File: config.mk
export PLATFORM = sky130hd
export DESIGN_NAME = ucs2_name_to_utf8_converter_flat
export DESIGN_NICKNAME = d
export VERILOG_FILES = /design/src/hw/rtl/ucs2u8_pkg.sv /design/src/hw/rtl/ucs2u8_if.sv /design/src/hw/rtl/ucs2_name_to_utf8_converter.sv /design/src/hw/rtl/ucs2u8_encode.sv /design/src/flat_wrapper.sv
export SDC_FILE = /design/constraint.sdc
export NUM_CORES = 1
export LEC_CHECK = 0
export BUFFER_PORTS_ARGS = -buffer_cell sky130_fd_sc_hd__buf_2
export CORE_MARGIN = 2
export CORE_UTILIZATION = 39
export CTS_CLUSTER_DIAMETER = 100
export DETAILED_ROUTE_END_ITERATION = 7
export PLACE_DENSITY_LB_ADDON = 0.08
export REMOVE_ABC_BUFFERS = 1
export SYNTH_ARGS = -nofsm -noshare
export SYNTH_HDL_FRONTEND = slang
export SYNTH_SLANG_ARGS = --single-unit
File: constraint.sdc
create_clock -name clock -period 8.7 [get_ports clock]
set_clock_uncertainty 0.1 [all_clocks]
set_input_delay 1.305 -clock clock [delete_from_list [all_inputs] [get_ports clock]]
set_output_delay 1.305 -clock clock [all_outputs]
set_load 0.01 [all_outputs]
File: src/hw/rtl/ucs2u8_pkg.sv
// Shared constants, types and helper functions of the UCS-2 name to UTF-8 converter.
`timescale 1ns / 1ps
`default_nettype none

package ucs2u8_pkg;

   localparam int CODE_WIDTH             = 16;
   localparam int BYTE_WIDTH             = 8;
   localparam int LEN_WIDTH              = 13;
   localparam int CSR_INDEX_WIDTH        = 2;
   localparam int MAX_RESULTS            = 5;
   localparam int RESULT_COUNT_WIDTH     = 3;
   localparam int DEFAULT_MAX_NAME_BYTES = 4096;
   localparam int RESET_BUDGET_LIMIT     = 4096;
   localparam int LEN_MAX                = 2 ** LEN_WIDTH - 1;

   localparam logic [CODE_WIDTH-1:0] ASCII_TOP     = 16'h007F;
   localparam logic [CODE_WIDTH-1:0] TWO_BYTE_TOP  = 16'h07FF;
   localparam logic [BYTE_WIDTH-1:0] CASE_BIT      = 8'h20;
   localparam logic [BYTE_WIDTH-1:0] CHAR_UPPER_A  = 8'h41;
   localparam logic [BYTE_WIDTH-1:0] CHAR_UPPER_Z  = 8'h5A;
   localparam logic [BYTE_WIDTH-1:0] CHAR_SEMI     = 8'h3B;
   localparam logic [BYTE_WIDTH-1:0] CHAR_PERIOD   = 8'h2E;
   localparam logic [BYTE_WIDTH-1:0] CHAR_ONE      = 8'h31;
   localparam logic [BYTE_WIDTH-1:0] LEAD_TWO      = 8'hC0;
   localparam logic [BYTE_WIDTH-1:0] LEAD_THREE    = 8'hE0;
   localparam logic [BYTE_WIDTH-1:0] CONT_MARK     = 8'h80;

   typedef enum logic [CSR_INDEX_WIDTH-1:0] {
      CSR_MAX_OUT_BYTES = 2'd0,
      CSR_FOLD_CASE     = 2'd1
   } csr_reg_type;

   typedef struct packed {
      logic [BYTE_WIDTH-1:0] held0;
      logic [BYTE_WIDTH-1:0] held1;
      logic [1:0]            held_count;
      logic [LEN_WIDTH-1:0]  bytes_out;
      logic [LEN_WIDTH-1:0]  budget_left;
      logic                  stopped;
   } name_state_type;

   typedef struct packed {
      logic [MAX_RESULTS-1:0][BYTE_WIDTH-1:0] bytes;
      logic [RESULT_COUNT_WIDTH-1:0]          count;
      logic                                   no_byte;
      logic                                   end_flag;
      logic [LEN_WIDTH-1:0]                   length;
   } enc_result_type;

   function automatic logic [BYTE_WIDTH-1:0] fold_byte(input logic [BYTE_WIDTH-1:0] b,
                                                       input logic enable);
      logic [BYTE_WIDTH-1:0] r;
      r = b;
      if (enable) begin
         if (b inside {[CHAR_UPPER_A:CHAR_UPPER_Z]}) begin
            r = b | CASE_BIT;
         end
         if (b == CHAR_SEMI) begin
            r = CHAR_PERIOD;
         end
      end
      return r;
   endfunction

endpackage

`default_nettype wire

File: src/hw/rtl/ucs2u8_if.sv
// Channel interfaces of the converter: input code units, output bytes and register writes.
`timescale 1ns / 1ps
`default_nettype none

interface ucs2u8_req_if import ucs2u8_pkg::*; ();
   logic                  valid;
   logic                  ready;
   logic [CODE_WIDTH-1:0] code_unit;
   logic                  last_unit;

   modport source(output valid, code_unit, last_unit, input ready);
   modport sink(input valid, code_unit, last_unit, output ready);
endinterface

interface ucs2u8_rsp_if import ucs2u8_pkg::*; ();
   logic                  valid;
   logic                  ready;
   logic [BYTE_WIDTH-1:0] out_byte;
   logic                  byte_valid;
   logic                  end_of_name;
   logic [LEN_WIDTH-1:0]  name_length;

   modport source(output valid, out_byte, byte_valid, end_of_name, name_length, input ready);
   modport sink(input valid, out_byte, byte_valid, end_of_name, name_length, output ready);
endinterface

interface ucs2u8_csr_if import ucs2u8_pkg::*; ();
   logic                       valid;
   logic                       ready;
   logic [CSR_INDEX_WIDTH-1:0] index;
   logic [LEN_WIDTH-1:0]       data;

   modport source(output valid, index, data, input ready);
   modport sink(input valid, index, data, output ready);
endinterface

`default_nettype wire

File: src/hw/rtl/ucs2_name_to_utf8_converter.sv
// Top level of the UCS-2 file name to UTF-8 converter with version suffix removal.
//
// Code units of a name enter on req_if, one per transaction; last_unit closes the name.
// UTF-8 bytes leave on rsp_if, one per transaction. The transaction that closes a name
// carries end_of_name and name_length; if no byte is left to send at that point it
// carries byte_valid low. The user must write registers on csr_if (index 0: byte
// budget, index 1: case folding) only while no name work is in flight; the block
// does not enforce this, and csr_if is always ready. Throughput: one code unit per
// cycle while each unit yields at most one result and the receiver does not stall;
// a unit with several results holds the single result buffer until the byte-wide
// output port has sent them (up to five for the closing unit). The input register
// keeps taking a transaction while the result buffer drains its last entry. When
// the receiver stalls, the result buffer holds, then the input register fills and
// req_if.ready drops. Reset empties both stages, clears the name state, sets the
// budget to the smaller of MAX_NAME_BYTES and 4096, folding off.
`timescale 1ns / 1ps
`default_nettype none

module ucs2_name_to_utf8_converter import ucs2u8_pkg::*; #(
   parameter int MAX_NAME_BYTES = DEFAULT_MAX_NAME_BYTES
) (
   input  logic                clock,
   input  logic                reset,
   ucs2u8_req_if.sink          req_if,
   ucs2u8_rsp_if.source        rsp_if,
   ucs2u8_csr_if.sink          csr_if
);

   localparam logic [LEN_WIDTH-1:0] BUDGET_CAP =
      LEN_WIDTH'((MAX_NAME_BYTES > LEN_MAX) ? LEN_MAX : MAX_NAME_BYTES);
   localparam logic [LEN_WIDTH-1:0] RESET_BUDGET =
      LEN_WIDTH'((MAX_NAME_BYTES > RESET_BUDGET_LIMIT) ? RESET_BUDGET_LIMIT : MAX_NAME_BYTES);

   logic                                   in_valid_ff;
   logic                                   in_valid_in;
   logic [CODE_WIDTH-1:0]                  in_code_ff;
   logic                                   in_last_ff;
   name_state_type                         state_ff;
   name_state_type                         state_in;
   name_state_type                         enc_state;
   enc_result_type                         enc_result;
   logic [LEN_WIDTH-1:0]                   budget_ff;
   logic [LEN_WIDTH-1:0]                   budget_in;
   logic                                   fold_ff;
   logic                                   fold_in;
   logic [MAX_RESULTS-1:0][BYTE_WIDTH-1:0] rbyte_ff;
   logic [MAX_RESULTS-1:0][BYTE_WIDTH-1:0] rbyte_in;
   logic [RESULT_COUNT_WIDTH-1:0]          rcnt_ff;
   logic [RESULT_COUNT_WIDTH-1:0]          rcnt_in;
   logic                                   nobyte_ff;
   logic                                   end_ff;
   logic [LEN_WIDTH-1:0]                   len_ff;
   logic                                   rsp_fire;
   logic                                   buf_free;
   logic                                   process;
   logic                                   csr_fire;
   logic [LEN_WIDTH-1:0]                   csr_budget;

   ucs2u8_encode u_encode (
      .state      (state_ff),
      .code_unit  (in_code_ff),
      .last_unit  (in_last_ff),
      .fold_case  (fold_ff),
      .max_budget (budget_ff),
      .next_state (enc_state),
      .result     (enc_result)
   );

   assign rsp_fire   = rsp_if.valid && rsp_if.ready;
   assign buf_free   = (rcnt_ff == '0) || ((rcnt_ff == 3'd1) && rsp_fire);
   assign process    = in_valid_ff && buf_free;
   assign csr_fire   = csr_if.valid && csr_if.ready;
   assign csr_budget = (csr_if.data > BUDGET_CAP) ? BUDGET_CAP : csr_if.data;

   assign req_if.ready       = !in_valid_ff || process;
   assign csr_if.ready       = 1'b1;
   assign rsp_if.valid       = (rcnt_ff != '0);
   assign rsp_if.out_byte    = rbyte_ff[0];
   assign rsp_if.byte_valid  = !nobyte_ff;
   assign rsp_if.end_of_name = end_ff && (rcnt_ff == 3'd1);
   assign rsp_if.name_length = (end_ff && (rcnt_ff == 3'd1)) ? len_ff : '0;

   always_comb begin
      in_valid_in = in_valid_ff;
      if (req_if.ready) begin
         in_valid_in = req_if.valid;
      end

      state_in = state_ff;
      if (process) begin
         state_in = enc_state;
      end

      budget_in = budget_ff;
      fold_in   = fold_ff;
      if (csr_fire) begin
         case (csr_if.index)
            CSR_MAX_OUT_BYTES: begin
               budget_in            = csr_budget;
               state_in.budget_left = csr_budget;
            end
            CSR_FOLD_CASE: begin
               fold_in = csr_if.data[0];
            end
            default: begin
            end
         endcase
      end

      rcnt_in  = rcnt_ff;
      rbyte_in = rbyte_ff;
      if (process) begin
         rcnt_in  = enc_result.count;
         rbyte_in = enc_result.bytes;
      end else if (rsp_fire) begin
         rcnt_in  = rcnt_ff - 3'd1;
         rbyte_in = {{BYTE_WIDTH{1'b0}}, rbyte_ff[MAX_RESULTS-1:1]};
      end
   end

   always_ff @(posedge clock) begin
      if (reset) begin
         in_valid_ff <= 1'b0;
         rcnt_ff     <= '0;
         budget_ff   <= RESET_BUDGET;
         fold_ff     <= 1'b0;
         state_ff    <= '{held0: '0, held1: '0, held_count: '0, bytes_out: '0,
                          budget_left: RESET_BUDGET, stopped: 1'b0};
      end else begin
         in_valid_ff <= in_valid_in;
         rcnt_ff     <= rcnt_in;
         budget_ff   <= budget_in;
         fold_ff     <= fold_in;
         state_ff    <= state_in;
      end
   end

   always_ff @(posedge clock) begin
      if (req_if.valid && req_if.ready) begin
         in_code_ff <= req_if.code_unit;
         in_last_ff <= req_if.last_unit;
      end
      rbyte_ff <= rbyte_in;
      if (process) begin
         nobyte_ff <= enc_result.no_byte;
         end_ff    <= enc_result.end_flag;
         len_ff    <= enc_result.length;
      end
   end

   a_rcnt_range: assert property (@(posedge clock) disable iff (reset)
      rcnt_ff <= 3'd5)
      else $error("result buffer count out of range");

   a_held_count: assert property (@(posedge clock) disable iff (reset)
      state_ff.held_count != 2'd3)
      else $error("held byte count out of range");

   a_name_restart: assert property (@(posedge clock) disable iff (reset)
      process && in_last_ff |=> (state_ff.held_count == 2'd0) && (state_ff.bytes_out == '0)
                                && !state_ff.stopped)
      else $error("name state not restarted after closing code unit");

   a_empty_result: assert property (@(posedge clock) disable iff (reset)
      rsp_if.valid && nobyte_ff |-> (rcnt_ff == 3'd1) && end_ff)
      else $error("byteless result that does not close a name");

endmodule

`default_nettype wire

File: src/hw/rtl/ucs2u8_encode.sv
// Combinational encoder: one code unit and the name state in, result bytes and next state out.
`timescale 1ns / 1ps
`default_nettype none

module ucs2u8_encode import ucs2u8_pkg::*; (
   input  name_state_type        state,
   input  logic [CODE_WIDTH-1:0] code_unit,
   input  logic                  last_unit,
   input  logic                  fold_case,
   input  logic [LEN_WIDTH-1:0]  max_budget,
   output name_state_type        next_state,
   output enc_result_type        result
);

   always_comb begin
      logic                                   stop_n;
      logic                                   active;
      logic                                   fits;
      logic [1:0]                             need;
      logic [1:0]                             push_n;
      logic [BYTE_WIDTH-1:0]                  p0;
      logic [BYTE_WIDTH-1:0]                  p1;
      logic [BYTE_WIDTH-1:0]                  p2;
      logic [MAX_RESULTS-1:0][BYTE_WIDTH-1:0] seq;
      logic [RESULT_COUNT_WIDTH-1:0]          total;
      logic [RESULT_COUNT_WIDTH-1:0]          emit_n;
      logic [RESULT_COUNT_WIDTH-1:0]          count;
      logic [BYTE_WIDTH-1:0]                  h0_n;
      logic [BYTE_WIDTH-1:0]                  h1_n;
      logic [1:0]                             hc_n;
      logic [LEN_WIDTH-1:0]                   bytes_n;
      logic [LEN_WIDTH-1:0]                   budget_n;
      logic                                   drop;

      stop_n = state.stopped | (code_unit == '0);
      active = !stop_n && (state.budget_left != '0);

      if (code_unit <= ASCII_TOP) begin
         need = 2'd1;
         p0   = code_unit[BYTE_WIDTH-1:0];
         p1   = '0;
         p2   = '0;
      end else if (code_unit <= TWO_BYTE_TOP) begin
         need = 2'd2;
         p0   = LEAD_TWO | {3'b000, code_unit[10:6]};
         p1   = CONT_MARK | {2'b00, code_unit[5:0]};
         p2   = '0;
      end else begin
         need = 2'd3;
         p0   = LEAD_THREE | {4'b0000, code_unit[15:12]};
         p1   = CONT_MARK | {2'b00, code_unit[11:6]};
         p2   = CONT_MARK | {2'b00, code_unit[5:0]};
      end

      fits     = {{(LEN_WIDTH-2){1'b0}}, need} <= state.budget_left;
      push_n   = (active && fits) ? need : 2'd0;
      budget_n = state.budget_left;
      if (active) begin
         if (fits) begin
            budget_n = state.budget_left - {{(LEN_WIDTH-2){1'b0}}, need};
         end else begin
            budget_n = state.budget_left - {{(LEN_WIDTH-1){1'b0}}, 1'b1};
         end
      end

      seq = '0;
      case (state.held_count)
         2'd0: begin
            seq[0] = p0;
            seq[1] = p1;
            seq[2] = p2;
         end
         2'd1: begin
            seq[0] = state.held0;
            seq[1] = p0;
            seq[2] = p1;
            seq[3] = p2;
         end
         default: begin
            seq[0] = state.held0;
            seq[1] = state.held1;
            seq[2] = p0;
            seq[3] = p1;
            seq[4] = p2;
         end
      endcase

      total  = {1'b0, state.held_count} + {1'b0, push_n};
      emit_n = (total > 3'd2) ? (total - 3'd2) : 3'd0;

      if (total >= 3'd2) begin
         h0_n = seq[total - 3'd2];
         h1_n = seq[total - 3'd1];
         hc_n = 2'd2;
      end else if (total == 3'd1) begin
         h0_n = seq[0];
         h1_n = state.held1;
         hc_n = 2'd1;
      end else begin
         h0_n = state.held0;
         h1_n = state.held1;
         hc_n = 2'd0;
      end

      bytes_n = state.bytes_out + {{(LEN_WIDTH-2){1'b0}}, push_n};
      drop    = (bytes_n > 13'd2) && (hc_n == 2'd2) && (h0_n == CHAR_SEMI) &&
                (h1_n == CHAR_ONE);

      count = emit_n;
      if (last_unit) begin
         count = drop ? emit_n : total;
      end

      for (int i = 0; i < MAX_RESULTS; i++) begin
         result.bytes[i] = fold_byte(seq[i], fold_case);
      end
      result.no_byte  = 1'b0;
      result.count    = count;
      result.end_flag = last_unit;
      result.length   = drop ? (bytes_n - 13'd2) : bytes_n;
      if (last_unit && (count == '0)) begin
         result.bytes[0] = '0;
         result.no_byte  = 1'b1;
         result.count    = 3'd1;
      end

      if (last_unit) begin
         next_state.held0       = '0;
         next_state.held1       = '0;
         next_state.held_count  = 2'd0;
         next_state.bytes_out   = '0;
         next_state.budget_left = max_budget;
         next_state.stopped     = 1'b0;
      end else begin
         next_state.held0       = h0_n;
         next_state.held1       = h1_n;
         next_state.held_count  = hc_n;
         next_state.bytes_out   = bytes_n;
         next_state.budget_left = budget_n;
         next_state.stopped     = stop_n;
      end
   end

endmodule

`default_nettype wire

File: src/flat_wrapper.sv
// flat-port wrapper written by rule: the top's interface ports become plain ports
module ucs2_name_to_utf8_converter_flat import ucs2u8_pkg::*;
#(
   parameter int MAX_NAME_BYTES = DEFAULT_MAX_NAME_BYTES
)
  (clock, reset, req_if_valid, req_if_code_unit, req_if_last_unit, req_if_ready, rsp_if_valid, rsp_if_out_byte, rsp_if_byte_valid, rsp_if_end_of_name, rsp_if_name_length, rsp_if_ready, csr_if_valid, csr_if_index, csr_if_data, csr_if_ready);
  ucs2u8_req_if req_if_i ();
  ucs2u8_rsp_if rsp_if_i ();
  ucs2u8_csr_if csr_if_i ();
  input  logic clock;
  input  logic reset;
  input wire logic [$bits(req_if_i.valid)-1:0] req_if_valid;
  input wire logic [$bits(req_if_i.code_unit)-1:0] req_if_code_unit;
  input wire logic [$bits(req_if_i.last_unit)-1:0] req_if_last_unit;
  output wire logic [$bits(req_if_i.ready)-1:0] req_if_ready;
  output wire logic [$bits(rsp_if_i.valid)-1:0] rsp_if_valid;
  output wire logic [$bits(rsp_if_i.out_byte)-1:0] rsp_if_out_byte;
  output wire logic [$bits(rsp_if_i.byte_valid)-1:0] rsp_if_byte_valid;
  output wire logic [$bits(rsp_if_i.end_of_name)-1:0] rsp_if_end_of_name;
  output wire logic [$bits(rsp_if_i.name_length)-1:0] rsp_if_name_length;
  input wire logic [$bits(rsp_if_i.ready)-1:0] rsp_if_ready;
  input wire logic [$bits(csr_if_i.valid)-1:0] csr_if_valid;
  input wire logic [$bits(csr_if_i.index)-1:0] csr_if_index;
  input wire logic [$bits(csr_if_i.data)-1:0] csr_if_data;
  output wire logic [$bits(csr_if_i.ready)-1:0] csr_if_ready;
  assign req_if_i.valid = req_if_valid;
  assign req_if_i.code_unit = req_if_code_unit;
  assign req_if_i.last_unit = req_if_last_unit;
  assign req_if_ready = req_if_i.ready;
  assign rsp_if_valid = rsp_if_i.valid;
  assign rsp_if_out_byte = rsp_if_i.out_byte;
  assign rsp_if_byte_valid = rsp_if_i.byte_valid;
  assign rsp_if_end_of_name = rsp_if_i.end_of_name;
  assign rsp_if_name_length = rsp_if_i.name_length;
  assign rsp_if_i.ready = rsp_if_ready;
  assign csr_if_i.valid = csr_if_valid;
  assign csr_if_i.index = csr_if_index;
  assign csr_if_i.data = csr_if_data;
  assign csr_if_ready = csr_if_i.ready;
  ucs2_name_to_utf8_converter #(.MAX_NAME_BYTES(MAX_NAME_BYTES)) u_core (.clock(clock), .reset(reset), .req_if(req_if_i), .rsp_if(rsp_if_i), .csr_if(csr_if_i));
endmodule
==> impl_metrics.toml <==
[logic_synthesis]
ys.flop_type = "edfxtp_1"
syn_inst = 1099
synth_top_area_share_pct = 23.2
synth_area_leaders = "edfxtp_1 23%, dfxtp_1 14%, nor2_1 5.3%, nand2_1 4.9%, a21oi_1 4.2%"
ys_top_cells_by_count = "127 x nor2_1, 118 x nand2_1, 76 x a21oi_1"
synth-seq-cells = 133
ys_types = 85
seq_area_frac_synth_pct = 37.2
yosys.area.top_type = "edfxtp_1"
synth_edf_count = 70
syn_area_um2 = 9050
yosysWarnings = 0
synth-async-reset-ratio_pct = 0
yosysMostFrequentCell = "nor2_1"
synth.avg_cell_area_um2 = 8.23

[worst_setup_path]
crit_family = "simple AND/OR/NAND/NOR gates"
critical_path_required_ns = 8.75
crit_arrival_ns = 7.84
slowest_delay_ns = 0.74
cp_max_fo = 20
crit_type = "reg -> reg"
crit_buf_inv = 1
slowest_stage = "or4_1"
endpoint_kind = "flip-flop"
crit_chain = "or4_1 -> or4_1 -> nor4_1 -> a311oi_1 -> nand2_1 -> nor2_1 -> ha_1 -> inv_1 -> fa_1 -> ha_1 -> a2111oi_0 -> a21oi_1 -> nor4b_1 -> a2111oi_0 -> nand3_1 -> nor2_1 -> nand3_4 -> mux2i_4 -> o31ai_1"
start_kind = "flip-flop"

[global_route]
antenna_found_initial = 0
grt_pass1_vias = 7970
grt_pass1_wl_um = 46300
grt_max_degree = 86
grt_usage_pct = 24.5
overflow = 0

[clocking]
cts_hold_buf = 0
h-tree-depth = 4
clk_pin_slew_ns = 0.07
post-cts-setup-buffers = 0
root_buffer = "clkbuf_16"
clockBufferDepth = 2
cts_resized = 0
cts.sinks = 133
numCtsBuffers = 17
cts_tree = "built"
insertion_delay_ns = 0.43

[sta]
slew_headroom_pct = 24.7
setup_violations = 0
fmaxAchievable_ghz = 0.128
drv_slew = 0
min_period_over_period_pct = 89.6
setup_tns_ns = 0
rsz0062_at_grt = "no"
fin_crit_ns = 7.79
finalHoldViolCount = 0
layout_setup_ws_ns = 0.906
holdWs_ns = 0.358
worst_pin_slew_ns = 1.12

[finish]
antennaDiodeCount = 0
layout-drive-gt1-share_pct = 13.1
area_growth_pct = 11.8
nets = 1163

[die]
io_pins = 63
core-area_um2 = 22700
die_h_um = 156
fp.dieW_um = 156
die-area_um2 = 24400
num_rows = 55
start_util_pct = 39.9

[detailed_routing]
ant_nets = 0
via_per_inst = 6.26
dr.pass1.iters = 6
drtIter0Drc = 1227
drc = 0
vias = 8793
wl_per_cell_um = 21.0
routed_wl_um = 29500

[power]
powerDensity_nw_per_um2 = 333
p_switching_mw = 1.50
seqPwrFrac_pct = 28.5
p_sw_share_pct = 44.4
p_clk_share_pct = 22.7
p_int_mw = 1.87
max-vdd-ir-drop_mv = 0.161
power_frac_comb_pct = 48.8
report.power.total_mw = 3.37
leakage_nw = 3.78

[placed_design]
portBuffers = 61
dp_hpwl_um = 20600
place.gp.congestion = 1.03
pre_cts_slack_ns = 1.11

[outcome]
status = "finished clean"

[flow_run]
drv_cap = 0

[worst_hold_path]
holdCritPathClass = "reg -> reg"
[kinds of logic after synthesis]
group / synth area share, %
muxes: 2.20
AOI/OAI and AO/OA: 25.6
other: 0.0414
DFF: 37.2
xor gates and xnor gates: 2.42
adders and majority gates: 2.88
and+or+nand+nor: 23.8
buffers and inverters: 5.82
[cell type report]
class | instances | area, µm²
timing repair buffer | 85 | 485
sequential | 133 | 3360
clock inverter | 10 | 104
inverter | 33 | 124
tap | 285 | 357
clock buffer | 22 | 518
multi-input combinational | 837 | 5170
fill | 2268 | 12600
[power groups by stage]
stage	clock network, mW	registers (mW)	logic (mW)
after floorplan	0	0.960	1.07
after global placement	0	0.972	1.61
after detailed placement	0	0.970	1.60
after CTS	0.778	0.958	1.60
after global routing	0.804	0.980	1.79
final	0.767	0.962	1.64
[through the flow]
| stage | utilization, % | cells | cell area (µm²) |
|---|---|---|---|
| 3_3_place_gp | 41.8 | 1373 | 9500 |
| 5_1_grt | 44.6 | 1405 | 10100 |
| 2_1_floorplan | - | 1003 | 8650 |
| 3_5_place_dp | 41.8 | 1373 | 9500 |
| 4_1_cts | 44.6 | 1405 | 10100 |
| 6_report | 44.6 | 1405 | 10100 |
[routing by layer]
layer	vias up	wire, µm	GRT usage (%)
li1	4124	-	-
met1	4128	13500	35.7
met5	-	0	0
met3	77	2560	4.93
met2	464	12400	35.4
met4	0	1040	9.61
[worst paths after layout]
kind | cells past startpoint | slack, ns | from | to
worst min-delay path | 2 | 0.36 | u_core.budget_ff[2] | u_core.budget_ff[2]
worst max-delay path | 19 | 0.91 | u_core.in_code_ff[7] | u_core.rsp_if.out_byte[5]
worst max register to register | 19 | 0.91 | u_core.in_code_ff[7] | u_core.rsp_if.out_byte[5]
worst min register to register | 2 | 0.36 | u_core.budget_ff[2] | u_core.budget_ff[2]
[flip-flops by register name (all words and copies together), names as in the netlist, 3 cells and up]
| register | cells |
|---|---|
| u_core.budget_ff | 13 |
| u_core.in_code_ff | 16 |
| u_core.len_ff | 13 |
| u_core.rbyte_ff | 30 |
| u_core.rcnt_ff | 3 |
| u_core.rsp_if.out_byte | 8 |
| u_core.state_ff | 45 |
[worst reg2reg max path, cell delays in order (launching register included)]
cell	delay (ns)
edfxtp_1	0.55
or4_1	0.75
or4_1	0.63
nor4_1	0.42
a311oi_1	0.21
nand2_1	0.20
nor2_1	0.10
ha_1	0.21
inv_1	0.06
fa_1	0.53
ha_1	0.63
a2111oi_0	0.69
a21oi_1	0.18
nor4b_1	0.18
a2111oi_0	0.70
nand3_1	0.16
nor2_1	0.42
nand3_4	0.24
mux2i_4	0.41
o31ai_1	0.14
[cell usage in the layout (no fill, tap or decap), types with 12 or more instances in the layout]
cell type	netlist	routed
o211ai_1	14	14
clkbuf_16	0	20
edfxtp_1	70	70
o31ai_1	23	23
xnor2_1	15	15
a31oi_1	15	15
buf_2	7	61
nor2_1	127	127
inv_1	30	30
a21oi_1	76	76
nand2_1	118	117
and2_1	25	25
ha_1	16	16
nor3_1	24	24
o21ai_0	70	70
nand3_1	22	22
buf_4	9	24
nor4_1	21	20
mux2i_1	12	12
a22oi_1	29	29
dfxtp_1	63	63
No activity file was read; power rests on OpenSTA's default activity.
